[src/design/assert_macros.svh]
// ----------------------------------------------------------------------------
// assert_macros.svh
// Assertion shorthands shared by the RTL; each expects clk in scope, UART_ASSERT also rst_n.
// ----------------------------------------------------------------------------
`ifndef ASSERT_MACROS_SVH
`define ASSERT_MACROS_SVH

// Checked only while out of reset.
`define UART_ASSERT(lbl, prop, msg) \
  lbl: assert property (@(posedge clk) disable iff (!rst_n) prop) else $error(msg);

// Checked at every edge, reset included.
`define UART_ASSERT_ALWAYS(lbl, prop, msg) \
  lbl: assert property (@(posedge clk) prop) else $error(msg);

`endif

[src/design/uart_rb_pkg.sv]
// ----------------------------------------------------------------------------
// uart_rb_pkg
// Types and constants of the UART register block.
// ----------------------------------------------------------------------------
package uart_rb_pkg;

  localparam int FIFO_DEPTH = 64;
  localparam int PTR_W      = (FIFO_DEPTH > 1) ? $clog2(FIFO_DEPTH) : 1;
  localparam int LVL_W      = $clog2(FIFO_DEPTH + 1);
  localparam int STAT_LVL_W = 7;
  localparam int BYTE_W     = 8;
  localparam int WORD_W     = 32;
  localparam int CTRL_W     = 3;

  // Control register bit positions
  localparam int CTRL_STRAP_EN   = 0;
  localparam int CTRL_STRAP_BOOT = 1;
  localparam int CTRL_TX_IRQ_EN  = 2;

  typedef enum logic [1:0] {
    KIND_READ  = 2'd0,
    KIND_WRITE = 2'd1,
    KIND_LINE  = 2'd2,
    KIND_TXREQ = 2'd3
  } kind_t;

  typedef enum logic [1:0] {
    REG_DATA  = 2'd0,
    REG_STAT  = 2'd1,
    REG_CTRL  = 2'd2,
    REG_COUNT = 2'd3
  } reg_addr_t;

  typedef enum logic [1:0] {
    ST_IDLE,
    ST_EXEC,
    ST_FIN
  } state_t;

  typedef struct packed {
    kind_t             kind;
    reg_addr_t         reg_addr;
    logic [BYTE_W-1:0] write_data;
    logic [BYTE_W-1:0] line_byte;
  } in_item_t;

  typedef struct packed {
    logic [WORD_W-1:0] read_data;
    logic              irq;
    logic              tx_valid;
    logic [BYTE_W-1:0] tx_byte;
    logic              strap_enable;
    logic              strap_boot;
  } out_item_t;

  // Controller to datapath
  typedef struct packed {
    logic accept;  // capture the input item
    logic exec;    // apply the item to FIFOs and registers
    logic load;    // move the result into the output register
  } dp_cmd_t;

  // Datapath to controller
  typedef struct packed {
    logic out_room;  // output register is free or being drained this cycle
  } dp_sts_t;

endpackage

[src/design/uart_rb_ram.sv]
// ----------------------------------------------------------------------------
// uart_rb_ram
// Generic single-write, single-read RAM with registered read data.
// ----------------------------------------------------------------------------
module uart_rb_ram #(
  parameter int WIDTH = 8,
  parameter int DEPTH = 64
) (
  input  logic                                      clk,
  input  logic                                      we,
  input  logic [((DEPTH > 1) ? $clog2(DEPTH) : 1)-1:0] waddr,
  input  logic [WIDTH-1:0]                          wdata,
  input  logic [((DEPTH > 1) ? $clog2(DEPTH) : 1)-1:0] raddr,
  output logic [WIDTH-1:0]                          rdata
);

  logic [WIDTH-1:0] mem [DEPTH];

  always_ff @(posedge clk) begin
    if (we) begin
      mem[waddr] <= wdata;
    end
    rdata <= mem[raddr];
  end

endmodule

[src/design/uart_rb_ctrl.sv]
// ----------------------------------------------------------------------------
// uart_rb_ctrl
// Sequencer: accept an item, execute it, then hand the result on.
// ----------------------------------------------------------------------------
module uart_rb_ctrl (
  input  logic               clk,
  input  logic               rst_n,
  input  logic               in_valid,
  output logic               in_stall,
  input  uart_rb_pkg::dp_sts_t sts,
  output uart_rb_pkg::dp_cmd_t cmd
);
  import uart_rb_pkg::*;

  state_t state_r, state_nxt;

  always_ff @(posedge clk) begin
    if (!rst_n) begin
      state_r <= ST_IDLE;
    end else begin
      state_r <= state_nxt;
    end
  end

  // Next state
  always_comb begin
    state_nxt = state_r;
    case (state_r)
      ST_IDLE: begin
        if (in_valid) state_nxt = ST_EXEC;
      end
      ST_EXEC: begin
        state_nxt = ST_FIN;
      end
      ST_FIN: begin
        if (sts.out_room) state_nxt = ST_IDLE;
      end
      default: begin
        state_nxt = ST_IDLE;
      end
    endcase
  end

  // Outputs
  always_comb begin
    in_stall   = 1'b1;
    cmd        = '0;
    case (state_r)
      ST_IDLE: begin
        in_stall   = 1'b0;
        cmd.accept = in_valid;
      end
      ST_EXEC: begin
        cmd.exec = 1'b1;
      end
      ST_FIN: begin
        cmd.load = sts.out_room;
      end
      default: begin
        in_stall = 1'b1;
      end
    endcase
  end

  `include "assert_macros.svh"

  `UART_ASSERT(a_accept_to_exec, (in_valid && !in_stall) |=> (state_r == ST_EXEC), "accept did not start execution")
  `UART_ASSERT(a_exec_to_fin, (state_r == ST_EXEC) |=> (state_r == ST_FIN), "execute lasted more than one cycle")

endmodule

[src/design/uart_rb_dp.sv]
// ----------------------------------------------------------------------------
// uart_rb_dp
// Datapath: FIFO RAMs, pointers, levels, flags, control and count registers,
// and the output register.
// ----------------------------------------------------------------------------
module uart_rb_dp (
  input  logic                   clk,
  input  logic                   rst_n,
  input  uart_rb_pkg::in_item_t  in_data,
  input  uart_rb_pkg::dp_cmd_t   cmd,
  output uart_rb_pkg::dp_sts_t   sts,
  output logic                   out_valid,
  input  logic                   out_stall,
  output uart_rb_pkg::out_item_t out_data
);
  import uart_rb_pkg::*;

  localparam int SUM_W = LVL_W + 1;

  function automatic logic [PTR_W-1:0] ptr_inc(input logic [PTR_W-1:0] p);
    ptr_inc = (p == PTR_W'(FIFO_DEPTH - 1)) ? '0 : p + PTR_W'(1);
  endfunction

  function automatic logic [PTR_W-1:0] wr_index(input logic [PTR_W-1:0] p,
                                                input logic [LVL_W-1:0] lvl);
    logic [SUM_W-1:0] sum;
    sum = SUM_W'(p) + SUM_W'(lvl);
    wr_index = (sum >= SUM_W'(FIFO_DEPTH)) ? PTR_W'(sum - SUM_W'(FIFO_DEPTH))
                                           : PTR_W'(sum);
  endfunction

  in_item_t          item_r;
  logic [PTR_W-1:0]  rx_rd_ptr_r, rx_rd_ptr_nxt;
  logic [LVL_W-1:0]  rx_level_r, rx_level_nxt;
  logic [PTR_W-1:0]  tx_rd_ptr_r, tx_rd_ptr_nxt;
  logic [LVL_W-1:0]  tx_level_r, tx_level_nxt;
  logic              busy_r, busy_nxt;
  logic              ovf_r, ovf_nxt;
  logic [CTRL_W-1:0] ctrl_r, ctrl_nxt;
  logic [WORD_W-1:0] count_r, count_nxt;
  logic [WORD_W-1:0] rd_word_r, rd_word_nxt;
  logic              rd_ram_r, rd_ram_nxt;
  logic              tx_pop_r, tx_pop_nxt;
  logic              tx_ram_r, tx_ram_nxt;
  logic [BYTE_W-1:0] tx_byte_r, tx_byte_nxt;
  logic              out_valid_r, out_valid_nxt;
  out_item_t         out_r, out_nxt;

  logic              rx_full, rx_empty, tx_full, tx_fifo_empty;
  logic              rx_push, rx_pop, tx_push, tx_pop;
  logic [WORD_W-1:0] stat_word;
  logic [BYTE_W-1:0] rx_rdata, tx_rdata;

  assign rx_full       = (rx_level_r == LVL_W'(FIFO_DEPTH));
  assign rx_empty      = (rx_level_r == '0);
  assign tx_full       = (tx_level_r == LVL_W'(FIFO_DEPTH));
  assign tx_fifo_empty = (tx_level_r == '0);

  assign rx_push = cmd.exec && (item_r.kind == KIND_LINE) && !rx_full;
  assign rx_pop  = cmd.exec && (item_r.kind == KIND_READ) &&
                   (item_r.reg_addr == REG_DATA) && !rx_empty;
  assign tx_push = cmd.exec && (item_r.kind == KIND_WRITE) &&
                   (item_r.reg_addr == REG_DATA) && !tx_full;
  assign tx_pop  = cmd.exec && (item_r.kind == KIND_TXREQ) && !tx_fifo_empty;

  assign stat_word = {15'd0, STAT_LVL_W'(tx_level_r), STAT_LVL_W'(rx_level_r),
                      ovf_r, !rx_empty, busy_r || !tx_fifo_empty};

  uart_rb_ram #(.WIDTH(BYTE_W), .DEPTH(FIFO_DEPTH)) u_rx_ram (
    .clk   (clk),
    .we    (rx_push),
    .waddr (wr_index(rx_rd_ptr_r, rx_level_r)),
    .wdata (item_r.line_byte),
    .raddr (rx_rd_ptr_r),
    .rdata (rx_rdata)
  );

  uart_rb_ram #(.WIDTH(BYTE_W), .DEPTH(FIFO_DEPTH)) u_tx_ram (
    .clk   (clk),
    .we    (tx_push),
    .waddr (wr_index(tx_rd_ptr_r, tx_level_r)),
    .wdata (item_r.write_data),
    .raddr (tx_rd_ptr_r),
    .rdata (tx_rdata)
  );

  // Execute step: update state and latch the pre-update read value; else capture RAM read data
  always_comb begin
    rx_rd_ptr_nxt = rx_rd_ptr_r;
    rx_level_nxt  = rx_level_r;
    tx_rd_ptr_nxt = tx_rd_ptr_r;
    tx_level_nxt  = tx_level_r;
    busy_nxt      = busy_r;
    ovf_nxt       = ovf_r;
    ctrl_nxt      = ctrl_r;
    count_nxt     = count_r;
    rd_word_nxt   = rd_word_r;
    rd_ram_nxt    = rd_ram_r;
    tx_pop_nxt    = tx_pop_r;
    tx_ram_nxt    = tx_ram_r;
    tx_byte_nxt   = tx_byte_r;
    if (cmd.exec) begin
      rd_word_nxt = '0;
      rd_ram_nxt  = rx_pop;
      tx_pop_nxt  = tx_pop;
      tx_ram_nxt  = tx_pop;
      if (rx_pop) begin
        rx_rd_ptr_nxt = ptr_inc(rx_rd_ptr_r);
        rx_level_nxt  = rx_level_r - LVL_W'(1);
      end
      if (rx_push) rx_level_nxt = rx_level_r + LVL_W'(1);
      if (tx_push) tx_level_nxt = tx_level_r + LVL_W'(1);
      if (tx_pop) begin
        tx_rd_ptr_nxt = ptr_inc(tx_rd_ptr_r);
        tx_level_nxt  = tx_level_r - LVL_W'(1);
      end
      case (item_r.kind)
        KIND_READ: begin
          case (item_r.reg_addr)
            REG_STAT: begin
              rd_word_nxt = stat_word;
              ovf_nxt     = 1'b0;
            end
            REG_CTRL:  rd_word_nxt = WORD_W'(ctrl_r);
            REG_COUNT: rd_word_nxt = count_r;
            default:   rd_word_nxt = '0;
          endcase
        end
        KIND_WRITE: begin
          if (item_r.reg_addr == REG_CTRL) ctrl_nxt = item_r.write_data[CTRL_W-1:0];
        end
        KIND_LINE: begin
          count_nxt = count_r + WORD_W'(1);
          if (rx_full) ovf_nxt = 1'b1;
        end
        KIND_TXREQ: begin
          busy_nxt = !tx_fifo_empty;
        end
        default: begin
          rd_word_nxt = '0;
        end
      endcase
    end else begin
      // Hold the popped bytes: the RAMs read the advanced pointers from here on
      if (rd_ram_r) begin
        rd_word_nxt = WORD_W'(rx_rdata);
        rd_ram_nxt  = 1'b0;
      end
      if (tx_ram_r) begin
        tx_byte_nxt = tx_rdata;
        tx_ram_nxt  = 1'b0;
      end
    end
  end

  // Result assembly from the updated state and the RAM read data
  always_comb begin
    out_nxt              = out_r;
    out_valid_nxt        = out_valid_r && out_stall;
    sts.out_room         = !out_valid_r || !out_stall;
    if (cmd.load) begin
      out_valid_nxt          = 1'b1;
      out_nxt.read_data      = rd_ram_r ? WORD_W'(rx_rdata) : rd_word_r;
      out_nxt.irq            = !rx_empty || (ctrl_r[CTRL_TX_IRQ_EN] && !tx_full);
      out_nxt.tx_valid       = tx_pop_r;
      out_nxt.tx_byte        = tx_pop_r ? (tx_ram_r ? tx_rdata : tx_byte_r) : '0;
      out_nxt.strap_enable   = ctrl_r[CTRL_STRAP_EN];
      out_nxt.strap_boot     = ctrl_r[CTRL_STRAP_BOOT];
    end
  end

  always_ff @(posedge clk) begin
    if (!rst_n) begin
      rx_rd_ptr_r <= '0;
      rx_level_r  <= '0;
      tx_rd_ptr_r <= '0;
      tx_level_r  <= '0;
      busy_r      <= 1'b0;
      ovf_r       <= 1'b0;
      ctrl_r      <= '0;
      count_r     <= '0;
      out_valid_r <= 1'b0;
    end else begin
      rx_rd_ptr_r <= rx_rd_ptr_nxt;
      rx_level_r  <= rx_level_nxt;
      tx_rd_ptr_r <= tx_rd_ptr_nxt;
      tx_level_r  <= tx_level_nxt;
      busy_r      <= busy_nxt;
      ovf_r       <= ovf_nxt;
      ctrl_r      <= ctrl_nxt;
      count_r     <= count_nxt;
      out_valid_r <= out_valid_nxt;
    end
  end

  always_ff @(posedge clk) begin
    if (cmd.accept) item_r <= in_data;
    rd_word_r <= rd_word_nxt;
    rd_ram_r  <= rd_ram_nxt;
    tx_pop_r  <= tx_pop_nxt;
    tx_ram_r  <= tx_ram_nxt;
    tx_byte_r <= tx_byte_nxt;
    out_r     <= out_nxt;
  end

  assign out_valid = out_valid_r;
  assign out_data  = out_r;

  `include "assert_macros.svh"

  `UART_ASSERT(a_rx_level_max, rx_level_r <= LVL_W'(FIFO_DEPTH), "receive level above depth")
  `UART_ASSERT(a_tx_level_max, tx_level_r <= LVL_W'(FIFO_DEPTH), "transmit level above depth")
  `UART_ASSERT(a_no_overwrite, (out_valid_r && out_stall) |-> !cmd.load, "held result overwritten")

endmodule

[src/design/fifo_uart_register_block_top.sv]
// ----------------------------------------------------------------------------
// fifo_uart_register_block_top
// UART register block: DATA/STAT/CTRL/COUNT registers over 64-byte rx/tx FIFOs.
// ----------------------------------------------------------------------------
// Usage:
//   Input channel (in_valid / in_stall / in_data) carries one event per transfer:
//   a bus read, a bus write, a byte arriving from the line, or the transmitter
//   asking for its next byte. Every event yields exactly one result on the
//   output channel (out_valid / out_stall / out_data): read data, irq level,
//   the popped transmit byte, and the two strap pins.
//   After the input transfer the event is executed, then the output register
//   is loaded and out_valid rises. Events are taken one at a time by the
//   sequencer (capture, execute, load), which waits for the registered read
//   of the FIFO RAMs before the next event is taken.
//   The output register parts the two sides: the next event is accepted while
//   a finished result still waits. If the receiver stalls, the result holds
//   and the sequencer waits in its final step until the register frees.
//   Reset (rst_n low, synchronous) empties both FIFOs, clears flags, control
//   bits and the receive count, and drops any pending result. FIFO contents
//   are not cleared; empty entries are never read.
// ----------------------------------------------------------------------------
module fifo_uart_register_block_top (
  input  logic                   clk,
  input  logic                   rst_n,
  input  logic                   in_valid,
  output logic                   in_stall,
  input  uart_rb_pkg::in_item_t  in_data,
  output logic                   out_valid,
  input  logic                   out_stall,
  output uart_rb_pkg::out_item_t out_data
);
  import uart_rb_pkg::*;

  dp_cmd_t cmd;
  dp_sts_t sts;

  // Sequencer: one event at a time through capture, execute and result load
  uart_rb_ctrl u_ctrl (
    .clk      (clk),
    .rst_n    (rst_n),
    .in_valid (in_valid),
    .in_stall (in_stall),
    .sts      (sts),
    .cmd      (cmd)
  );

  // Datapath: FIFOs, register file and output register
  uart_rb_dp u_dp (
    .clk       (clk),
    .rst_n     (rst_n),
    .in_data   (in_data),
    .cmd       (cmd),
    .sts       (sts),
    .out_valid (out_valid),
    .out_stall (out_stall),
    .out_data  (out_data)
  );

endmodule

[config.mk]
export PLATFORM = sky130hd
export DESIGN_NAME = fifo_uart_register_block_top
export DESIGN_NICKNAME = d
export VERILOG_FILES = /design/src/design/uart_rb_pkg.sv /design/src/design/uart_rb_ram.sv /design/src/design/uart_rb_ctrl.sv /design/src/design/uart_rb_dp.sv /design/src/design/fifo_uart_register_block_top.sv
export VERILOG_INCLUDE_DIRS = /design/src /design/src/design
export SDC_FILE = /design/constraint.sdc
export NUM_CORES = 1
export LEC_CHECK = 0
export BUFFER_PORTS_ARGS = -buffer_cell sky130_fd_sc_hd__clkbuf_2
export CAP_MARGIN = 0
export CORE_ASPECT_RATIO = 1.1
export CORE_UTILIZATION = 48
export DETAILED_ROUTE_END_ITERATION = 12
export PLACE_DENSITY = 0.66
export SLEW_MARGIN = 10
export SYNTH_ARGS = -nofsm -noshare
export SYNTH_HDL_FRONTEND = slang
export SYNTH_HIERARCHICAL = 1
export SYNTH_SLANG_ARGS = --single-unit
[constraint.sdc]
create_clock -name clk -period 9 [get_ports clk]
set_clock_uncertainty 0.2 [all_clocks]
set_input_delay 0.9 -clock clk [delete_from_list [all_inputs] [get_ports clk]]
set_output_delay 0.9 -clock clk [all_outputs]
set_load 0.01 [all_outputs]
==> metrics, run 1 <==
first-pass GRT wire length=roughly 160 mm; biggest cell delay along the critical path=0.84 ns; CP max stage cell=buf_4; top-count cell post-synth=edfxtp_1; via count=~24000; design area=53400 um2; RSZ-0062 raised after global routing=no; Post-CTS Resized=0; post-DP HPWL=65.3 mm; critical path class=reg -> reg; post-synthesis sequential area ratio=about three quarters; CTS clk-pin slew, worst paths=~0.06 ns; Hold Crit Class=in -> reg; syn_area_per_cell=between 15 and 20 um2; Slew Limit Fails=0; setup bufs post-CTS=0; Post-synth EDFFs=about 1100; TNS Setup=0 ns; Post-Syn Nets=between 2000 and 3000; TritonCTS Buffers=approximately 120; Routed Antenna Nets=0; FP Rows=roughly 120; met3 WL=6.84 mm; grt total ovfl=0; PwrDens=210 nW/um2; first drt pass iteration count=5; worst slew pin tran=around 1.2 ns; CP endpoint kind=register; Leak Pwr=roughly 16 nW; post-synthesis cell type count=74; Area growth syn-to-layout=11.2%; Tmin final=~4.6 ns; CTS Hold Buffers Added=0; largest area contributor in the netlist=edfxtp_1; starting density of the core=between 40 and 50%; All-Layer GR Usage=between 20% and 30%; crit path buf inv count=3; Syn Inst Count=roughly 2600; metal2 WL=a little over 50 mm; initial antenna violation count=1; fraction of registers with async set/reset=0%; Top delay family on crit path=buffers and inverters; endpoints failing setup=0; vias in the first global route=24796; max_slew headroom=between 10% and 20%; cells along the critical path=buf_4, buf_4, buf_4, mux4_2, mux4_2, nor2_1, nor3_1, o2bb2ai_1; synthesized cell area=48000 um2; Synth Register Bits=about 1200; Setup crit start kind=register; routability cong.=between 0.8 and 0.9; crit path max fanout=53; Hold Violations, Final=0; Finished Core Util=53.9%; max frequency=~220 MHz; Avg WL per Cell=26.1 um; Worst-Skew Late Latency=0.70 ns; Synth Area in Compound Gates=about 3.6%; M1 WL=~42 mm; Clock Path Buffers=3; Max-Cap Viols=0; clk sink count=between 1000 and 1500; share of post-route cells with drive strength above 1=between 20% and 30%; outcome=completed; Die Wd=304 um; Max Used Layer=met5; Antenna Cells=0; fillers=~7600; Tcrit/Tclk final=between 50% and 60%; DRC Markers=0; Area after DPL=between 40000 and 50000 um2; DRT Wirelength=~110 mm; CP most frequent cell=buf_4; Vias/cell=approximately 6; die height=about 330 um; Die ar.=a little over 100000 um2; most common flop cell mapped by yosys=edfxtp_1; Boundary Pins=70; # H-tree levels=3; TritonCTS clock tree=yes; nets@finish=around 2700; clk root buf=clkbuf_16; Synth Area in Simple Gates=5.32%; largest net degree at the start of global routing=between 60 and 70; Yosys top cell area share=68.6%; Post-synth top cells=edfxtp_1, mux4_2, nor2_1; Peak supply drop=~0.16 mV; port bufs=~70; mux cell area share after synthesis=14.3%; xor and xnor area share after synthesis=0.821%; combinational family with the most area after synthesis=multiplexers; Core Footprint=99000 um2; 1st-iter DRT viols=around 2400; Critical Path AT=about 4.9 ns; Synth Area in Adders=less than 1%; worst path required time=9.36 ns; top cells by area, synth=edfxtp_1, mux4_2, dfxtp_1; Synth warnings=6
==> layer usage <==
metal / global-route usage, % / up-vias
li1: - / 10539
met1: 27.7 / 12633
met2: 34.1 / 876
met3: 4.01 / 212
met4: 9.07 / 2
met5: 0 / -
==> sequential cells by signal, summed over array words and instances (netlist names), 2 cells and up <==
signal,cells
u_dp/rd_word_r,32
u_dp/tx_rd_ptr_r,6
u_ctrl/state_r,2
u_dp/count_r,32
u_dp/u_tx_ram/rdata,8
u_dp/u_rx_ram/rdata,8
u_dp/ctrl_r,3
u_dp/out_data,44
u_dp/rx_level_r,7
u_dp/u_rx_ram/mem,512
u_dp/tx_level_r,7
u_dp/rx_rd_ptr_r,6
u_dp/u_tx_ram/mem,512
u_dp/item_r,20
u_dp/tx_byte_r,8
==> report_power, final <==
| part | switching [W] | internal (W) |
|---|---|---|
| logic | 0.000154 | 0.0000483 |
| registers | 0.0000195 | 0.00617 |
| clock network | 0.00204 | 0.00279 |
==> metrics by stage <==
step                power (W)  hold slack, ns  cells  setup slack, ns
finish                 0.0112           0.185   4047             4.44
global route           0.0115           0.145   4047             4.09
CTS                    0.0113           0.141   4047             4.34
detailed placement    0.00652           0.250   3836             4.35
global placement      0.00651           0.259   3836             4.30
floorplan             0.00642           0.229   2564             5.88
==> layout by cell type, fill, tap and decap left out, drive strengths merged, types with 16 or more instances in the layout <==
master / instances
a21oi: 38
nand2: 78
nand3: 44
dfxtp: 116
o22ai: 20
nor2b: 55
buf: 41
mux2i: 71
inv: 29
edfxtp: 1097
clkinv: 40
clkbuf: 218
ha: 23
o221ai: 16
nand4: 17
xor2: 23
mux4: 252
nand2b: 18
nor3: 20
mux2: 43
o21ai: 28
xnor2: 22
nor2: 229
==> cells by family (layout without fill, tap and decap cells) <==
kind of cell	count (synthesis)	in the layout
AOI/OAI and AO/OA	233	233
xor gates and xnor gates	45	45
DFF	1213	1213
buffers and inverters	154	346
and+or+nand+nor	526	526
muxes	366	366
adders and majority gates	27	27
==> area by class of cell <==
| type | count | area [um2] | area share [%] |
|---|---|---|---|
| multi-input cells | 1197 | 11900 | 22.3 |
| clock inverters | 62 | 629 | 1.18 |
| repair buffers | 110 | 653 | 1.22 |
| inverters | 25 | 93.8 | 0.176 |
| clock buffers | 149 | 3160 | 5.93 |
| well taps | 1291 | 1620 | 3.03 |
| flip-flops and latches | 1213 | 35300 | 66.1 |
==> worst register-to-register path: cells and delay by family, from the launching register on <==
family                 cells  cell delay (ns)
flip-flops                 1             0.34
AND/OR/NAND/NOR            2             0.24
AO/OA/AOI/OAI              1             0.14
multiplexers               2             1.20
buffers and inverters      3             2.30
==> path summary, 6_finish.rpt <==
path,startpoint,endpoint,slack [ns],cells past startpoint
max reg2reg,u_dp/rx_rd_ptr_r[0]$_SDFFE_PN0P_,u_dp/u_rx_ram/rdata[0]$_DFF_P_,4.44,8
min reg2reg,u_dp/rd_word_r[18]$_DFF_P_,u_dp/rd_word_r[18]$_DFF_P_,0.27,1
min,in_data[18],u_dp/item_r[18]$_DFFE_PP_,0.18,1
max,u_dp/rx_rd_ptr_r[0]$_SDFFE_PN0P_,u_dp/u_rx_ram/rdata[0]$_DFF_P_,4.44,8
No activity file was read; power rests on OpenSTA's default activity.
==> run 2: changes to the inputs <==
--- a/config.mk
+++ b/config.mk
@@ -11,7 +11,7 @@
 export CORE_ASPECT_RATIO = 1.1
 export CORE_UTILIZATION = 48
 export DETAILED_ROUTE_END_ITERATION = 12
-export PLACE_DENSITY = 0.66
+export PLACE_DENSITY = 0.69
 export SLEW_MARGIN = 10
 export SYNTH_ARGS = -nofsm -noshare
 export SYNTH_HDL_FRONTEND = slang
==> constraint.sdc (replaced) <==
create_clock -name clk -period 3.77 [get_ports clk]
set_clock_uncertainty 0.2 [all_clocks]
set_input_delay 0.377 -clock clk [delete_from_list [all_inputs] [get_ports clk]]
set_output_delay 0.377 -clock clk [all_outputs]
set_load 0.01 [all_outputs]
==> run 2 against run 1 <==
Against the previous run: worst setup slack got worse by 4.3 ns; sequential share of layout area decreased by 1.6 points; first-iteration DRC count increased by 20%; utilization increased by 1.3 points; combinational power increased to 2.7 times the previous value; sequential power increased by 140%; critical path type unchanged; highest routed layer is now met4.
==> metrics, run 2 (synthesis results as in run 1) <==
post-DP HPWL=66.9 mm (+2.5%); Area growth syn-to-layout=13.8%; Setup crit start kind=register; Hold Violations, Final=0 (unchanged); Hold Crit Class=in -> reg; Routed Antenna Nets=0 (unchanged); max_slew headroom=27.7% (+7.9 points); worst path required time=3.88 ns (-5.48 ns); routability cong.=0.850 (+2.5%); crit path buf inv count=0 (-3); largest net degree at the start of global routing=121 (+83%); Tcrit/Tclk final=96.2% (+46 points); Tmin final=3.63 ns (-0.932 ns); clk sink count=1213 (unchanged); setup bufs post-CTS=0 (unchanged); cells along the critical path=ha_1, a21o_1, a21oi_1, o21bai_1, a21oi_1, xnor2_1, nand3b_1, nor2_1; DRT Wirelength=109 mm (+3.5%); Worst-Skew Late Latency=0.69 ns (about the same); starting density of the core=48.5% (unchanged); Finished Core Util=55.2% (+1.3 points); outcome=completed; Max-Cap Viols=0 (unchanged); design area=54600 um2 (+2.4%); critical path class=reg -> reg; grt total ovfl=0 (unchanged); Avg WL per Cell=26.0 um (-0.42%); via count=25206 (+3.9%); CTS clk-pin slew, worst paths=0.06 ns (about the same); CP max stage cell=nor2_1; DRC Markers=0 (unchanged); nets@finish=2863 (+5.5%); DP Worst Slack=0.0671 ns (-4.28 ns); biggest cell delay along the critical path=0.73 ns (-0.11 ns); port bufs=69 (unchanged); TNS Setup=0 ns (unchanged); FP Rows=121 (unchanged); Boundary Pins=70 (unchanged); clk root buf=clkbuf_16; CP endpoint kind=register; Leak Pwr=17.2 nW (+4.9%); Slew Limit Fails=0 (unchanged); reg2reg start=u_dp/rx_level_r[1]$_SDFFE_PN0P_; # H-tree levels=3 (unchanged); Area after DPL=50600 um2 (+2.1%); CP most frequent cell=a21oi_1; vias in the first global route=25304 (+2.0%); Pwr Total=0.0270 W (+140%); max frequency=276 MHz (+26%); first drt pass iteration count=6 (+1); Die Wd=304 um (unchanged); share of post-route cells with drive strength above 1=25.5% (+3.7 points); highest-count cells in the layout ignoring fill and taps=edfxtp_1, mux4_2, nor2_1; TritonCTS clock tree=yes; Crit. Startpoint=u_dp/rx_level_r[1]$_SDFFE_PN0P_; initial antenna violation count=0 (-1); Top delay family on crit path=simple AND/OR/NAND/NOR gates; commonest non-fill, non-tap cell in the layout=edfxtp_1; 1st-iter DRT viols=2824 (+20%); Critical Path AT=3.74 ns (-1.18 ns); RSZ-0062 raised after global routing=no; Die ar.=101000 um2 (unchanged); PwrDens=494 nW/um2 (+130%); All-Layer GR Usage=21.7% (+0.67 points); Clock Path Buffers=3 (unchanged); worst slew pin tran=1.09 ns (-0.0879 ns); die height=334 um (unchanged); Peak supply drop=0.404 mV (+150%); final worst setup slack=0.145 ns (-4.30 ns); first-pass GRT wire length=163 mm (+3.8%); Vias/cell=5.99 (about the same); crit path max fanout=8 (-85%); TritonCTS Buffers=115 (-1.7%); Hold Crit Start=rst_n; endpoints failing setup=0 (unchanged); Core Footprint=99000 um2 (unchanged)
[run 2: changes by cell type in the layout (fill, tap and decap cells not counted), moves of 2 or more]
| cell | delta |
|---|---|
| clkinv_2 | +13 |
| buf_12 | +4 |
| nor2_1 | -3 |
| nor3_1 | +2 |
| clkbuf_16 | -3 |
| nor3_2 | -2 |
| buf_4 | +125 |
| bufinv_16 | +3 |
| clkinv_1 | +2 |
| inv_6 | -3 |
| clkinv_8 | +4 |
| nor2_2 | +3 |
| dlygate4sd3_1 | +21 |
| clkbuf_1 | -6 |
[run 2: layout make-up]
type                    count  area [um2]
repair buffers            260        1880
flip-flops and latches   1213       35300
inverters                  25        93.8
multi-input cells        1197       11900
fillers                  7431       44400
clock buffers             139        3050
diodes                      1        2.50
clock inverters            80         801
well taps                1291        1620
[run 2: what timing repair did]
action / in CTS / in global routing
endpoints found under the setup margin: 0 / 40
hold buffers: 21 / 0
gates resized for setup: 0 / 4
endpoints found under the hold margin: 22 / 0
[run 2: stage by stage]
step,hold WS (ns),cells
after global placement,0.259,3965
after global routing,0.102,4205
after detailed placement,0.252,3965
after CTS,0.0647,4205
final,0.100,4206
after floorplan,0.229,2564
[run 2: final timing paths]
kind,end,slack [ns],depth (start not counted)
worst max-delay path,u_dp/u_rx_ram/mem[44][0]$_DFFE_PP_,0.14,8
worst min-delay path,u_ctrl/state_r[1]$_SDFFE_PN0P_,0.10,2
worst max register to register,u_dp/u_rx_ram/mem[44][0]$_DFFE_PP_,0.14,8
worst min register to register,u_dp/rd_word_r[28]$_DFF_P_,0.27,1
[run 2: metal layers]
metal / share of wire (%) / GRT usage [%] / vias up
met3: 7.1 / 3.45 / 204
met4: 3.4 / 7.11 / 0
met5: 0 / 0 / -
li1: - / - / 10829
met2: 49 / 35.1 / 1090
met1: 40 / 30.2 / 13083
[run 2: power breakdown]
group / internal [W] / switching, W / leakage (nW) / total (W)
logic: 0.000136 / 0.000406 / 4.52 / 0.000541
registers: 0.0147 / 0.0000290 / 10.8 / 0.0148
clock network: 0.00673 / 0.00495 / 1.88 / 0.0117
total: 0.0216 / 0.00538 / 17.2 / 0.0270
==> run 3: changes to the inputs <==
--- a/config.mk
+++ b/config.mk
@@ -9,11 +9,10 @@
 export BUFFER_PORTS_ARGS = -buffer_cell sky130_fd_sc_hd__clkbuf_2
 export CAP_MARGIN = 0
 export CORE_ASPECT_RATIO = 1.1
-export CORE_UTILIZATION = 48
+export CORE_UTILIZATION = 45
 export DETAILED_ROUTE_END_ITERATION = 12
-export PLACE_DENSITY = 0.69
+export PLACE_DENSITY = 0.65
 export SLEW_MARGIN = 10
 export SYNTH_ARGS = -nofsm -noshare
 export SYNTH_HDL_FRONTEND = slang
-export SYNTH_HIERARCHICAL = 1
 export SYNTH_SLANG_ARGS = --single-unit
==> run 3 against run 2 <==
Against the previous run: synthesized cell count up 3.7%; total power is 1.4% higher; area after synthesis is 1.2% lower; critical endpoint is now u_dp.u_tx_ram.rdata[7]$_DFF_P_; non-clock buffer count rose by 38; critical path depth up 1; sequential share of layout area is 0.34 points lower; global-route usage decreased by 1.1 points; utilization fell by 2.5 points; cell area grew 0.51%; cell count up 5.5%; first-iteration DRC count shrank 22%; worst setup slack gained 0.061 ns.
==> metrics, run 3 <==
Routed Antenna Nets=0 (unchanged); Tcrit/Tclk final=94.5% (-1.6 points); design area=54900 um2 (+0.51%); fraction of registers with async set/reset=0% (unchanged); Post-synth top cells=edfxtp_1, nor2_1, mux2i_1; largest area contributor in the netlist=edfxtp_1; TritonCTS Buffers=117 (+1.7%); vias in the first global route=25997 (+2.7%); fillers=8300 (+12%); post-route insts no fill=4437 (+5.5%); Peak supply drop=0.636 mV (+57%); CP endpoint kind=register; routability cong.=0.874 (+2.8%); outcome=completed; DRT Wirelength=110 mm (+0.31%); post-synthesis sequential area ratio=74.4% (+0.88 points); max_slew headroom=11.5% (-16 points); setup bufs post-CTS=0 (unchanged); TritonCTS clock tree=yes; Max-Cap Viols=0 (unchanged); via count=24993 (-0.85%); Synth warnings=0 (-6); TNS Setup=0 ns (unchanged); Area growth syn-to-layout=15.8%; worst path required time=4.16 ns (+0.28 ns); Syn Inst Count=2658 (+3.7%); Post-CTS Resized=0 (unchanged); Leak Pwr=17.7 nW (+2.4%); first-pass GRT wire length=165 mm (+1.3%); DRC Markers=0 (unchanged); clk sink count=1213 (unchanged); most common flop cell mapped by yosys=edfxtp_1; FP Rows=124 (+2.5%); post-DP HPWL=69.0 mm (+3.1%); Worst-Skew Late Latency=0.70 ns (about the same); Psw=0.00538 W (about the same); endpoints failing setup=0 (unchanged); power share of the combinational group=1.8% (-0.2 points); Yosys top cell area share=69.5% (+0.82 points); commonest non-fill, non-tap cell in the layout=edfxtp_1; Antenna Cells=0 (-1); CTS clk-pin slew, worst paths=0.06 ns (about the same); highest-count cells in the layout ignoring fill and taps=edfxtp_1, nor2_1, mux2i_1; die height=342 um (+2.6%); All-Layer GR Usage=20.6% (-1.1 points); Core Footprint=104000 um2 (+5.3%); Setup crit start kind=register; Die ar.=107000 um2 (+5.4%); placed cells=4199 (+5.9%); Clock Path Buffers=3 (unchanged); Boundary Pins=70 (unchanged); largest net degree at the start of global routing=91 (-25%); starting density of the core=45.5% (-3.0 points); RSZ-0062 raised after global routing=no; # H-tree levels=3 (unchanged); crit path max fanout=39 (+31); Hold Violations, Final=0 (unchanged); port bufs=69 (unchanged); synthesized cell area=47400 um2 (-1.2%); Avg WL per Cell=24.7 um (-4.9%); share of post-route cells with drive strength above 1=22.4% (-3.2 points); 1st-iter DRT viols=2216 (-22%); switching portion of total power=19.7% (-0.28 points); Hold Crit Class=in -> reg; Reg power frac=54.0% (-0.7 points); max frequency=281 MHz (+1.7%); Critical Path AT=3.95 ns (+0.21 ns); R2R depth=9 (+1); CTS Hold Buffers Added=23 (+9.5%); Tmin final=3.56 ns (-0.0608 ns); clk root buf=clkbuf_16; top cells by area, synth=edfxtp_1, mux4_2, mux2i_1; grt total ovfl=0 (unchanged); Synth Register Bits=1213 (unchanged); nets@finish=3007 (+5.0%); Post-Syn Nets=2710 (+3.6%); Slew Limit Fails=0 (unchanged); PwrDens=498 nW/um2 (+0.90%); Vias/cell=5.63 (-6.0%); Area after DPL=50700 um2 (+0.18%); post-synthesis cell type count=63 (-15%); critical path class=reg -> reg; syn_area_per_cell=17.8 um2 (-4.7%); Pint=0.0220 W (+1.8%); top-count cell post-synth=edfxtp_1; Clk pwr share=44.2% (+0.9 points); initial antenna violation count=0 (unchanged); Min-Delay Path Depth=2 (unchanged); worst slew pin tran=1.29 ns (+0.210 ns); Die Wd=312 um (+2.6%); Post-synth EDFFs=1097 (unchanged); first drt pass iteration count=5 (-1)
==> run 3: cell types whose count changed in the layout (fill, tap and decap cells not counted), sizes merged, moves of 12 or more <==
cell / delta
mux2i: +163
mux4: -89
o22ai: +72
buf: +36
nor2: +27
a2111oi: +21
nor2b: -21
o221ai: -16
o2bb2ai: -15
a21oi: -14
nand3: -13
and3: +12
==> run 3: final timing paths <==
kind,from,to,slack (ns)
max reg2reg,u_dp.tx_rd_ptr_r[0]$_SDFFE_PN0P_,u_dp.u_tx_ram.rdata[7]$_DFF_P_,0.21
min reg2reg,u_dp.busy_r$_SDFFE_PN0P_,u_dp.busy_r$_SDFFE_PN0P_,0.29
max,u_dp.tx_rd_ptr_r[0]$_SDFFE_PN0P_,u_dp.u_tx_ram.rdata[7]$_DFF_P_,0.21
min,in_data[0],u_dp.item_r[0]$_DFFE_PP_,0.19
==> run 3: stage by stage <==
step | utilization (%) | hold WS [ns] | total power [W] | setup slack (ns)
global route | 52.7 | 0.166 | 0.0281 | 0.119
CTS | 52.7 | 0.144 | 0.0276 | 0.0655
global placement | 48.6 | 0.248 | 0.0155 | 0.111
finish | 52.7 | 0.191 | 0.0274 | 0.206
detailed placement | 48.6 | 0.275 | 0.0155 | 0.107
floorplan | - | 0.226 | 0.0153 | 0.450
==> run 3: cell type report <==
| type | count | area [um2] | share of cell area [%] |
|---|---|---|---|
| Multi-Input combinational cell | 1306 | 11600 | 21.1 |
| Timing Repair Buffer | 298 | 2210 | 4.02 |
| Clock buffer | 137 | 3060 | 5.58 |
| Clock inverter | 78 | 970 | 1.77 |
| Inverter | 19 | 71.3 | 0.130 |
| Sequential cell | 1213 | 35300 | 64.2 |
| Tap cell | 1386 | 1730 | 3.16 |
==> run 3: logic make-up after synthesis <==
| group | synth area share [%] |
|---|---|
| AND/OR/NAND/NOR | 5.20 |
| XOR/XNOR | 1.20 |
| buffers and inverters | 1.24 |
| flip-flops | 74.4 |
| multiplexers | 13.5 |
| AO/OA/AOI/OAI | 3.71 |
| adder cells (fa/ha/maj) | 0.802 |
==> run 3: worst max-delay path, cell delays in order (launching register included) <==
cell       delay [ns]
dfxtp_4          0.36
buf_12           0.26
buf_4            0.32
mux4_2           0.53
mux2i_1          0.22
nor2_1           0.06
a2111oi_0        0.98
buf_4            0.25
a221oi_1         0.05
o21a_1           0.15
==> run 3: power groups by stage <==
stage | registers, W | logic, W | clock network, W
2_1_floorplan | 0.0151 | 0.000142 | 0
3_3_place_gp | 0.0151 | 0.000450 | 0
5_1_grt | 0.0148 | 0.000526 | 0.0128
3_5_place_dp | 0.0151 | 0.000471 | 0
6_report | 0.0148 | 0.000486 | 0.0121
4_1_cts | 0.0148 | 0.000492 | 0.0123
==> run 3: routing by layer <==
| metal | wire (um) | GRT usage [%] | up-vias |
|---|---|---|---|
| met2 | 54500 | 35.0 | 886 |
| met1 | 43900 | 26.1 | 12731 |
| li1 | - | - | 11148 |
| met5 | 0 | 0 | - |
| met4 | 4920 | 9.50 | 0 |
| met3 | 6300 | 3.33 | 228 |
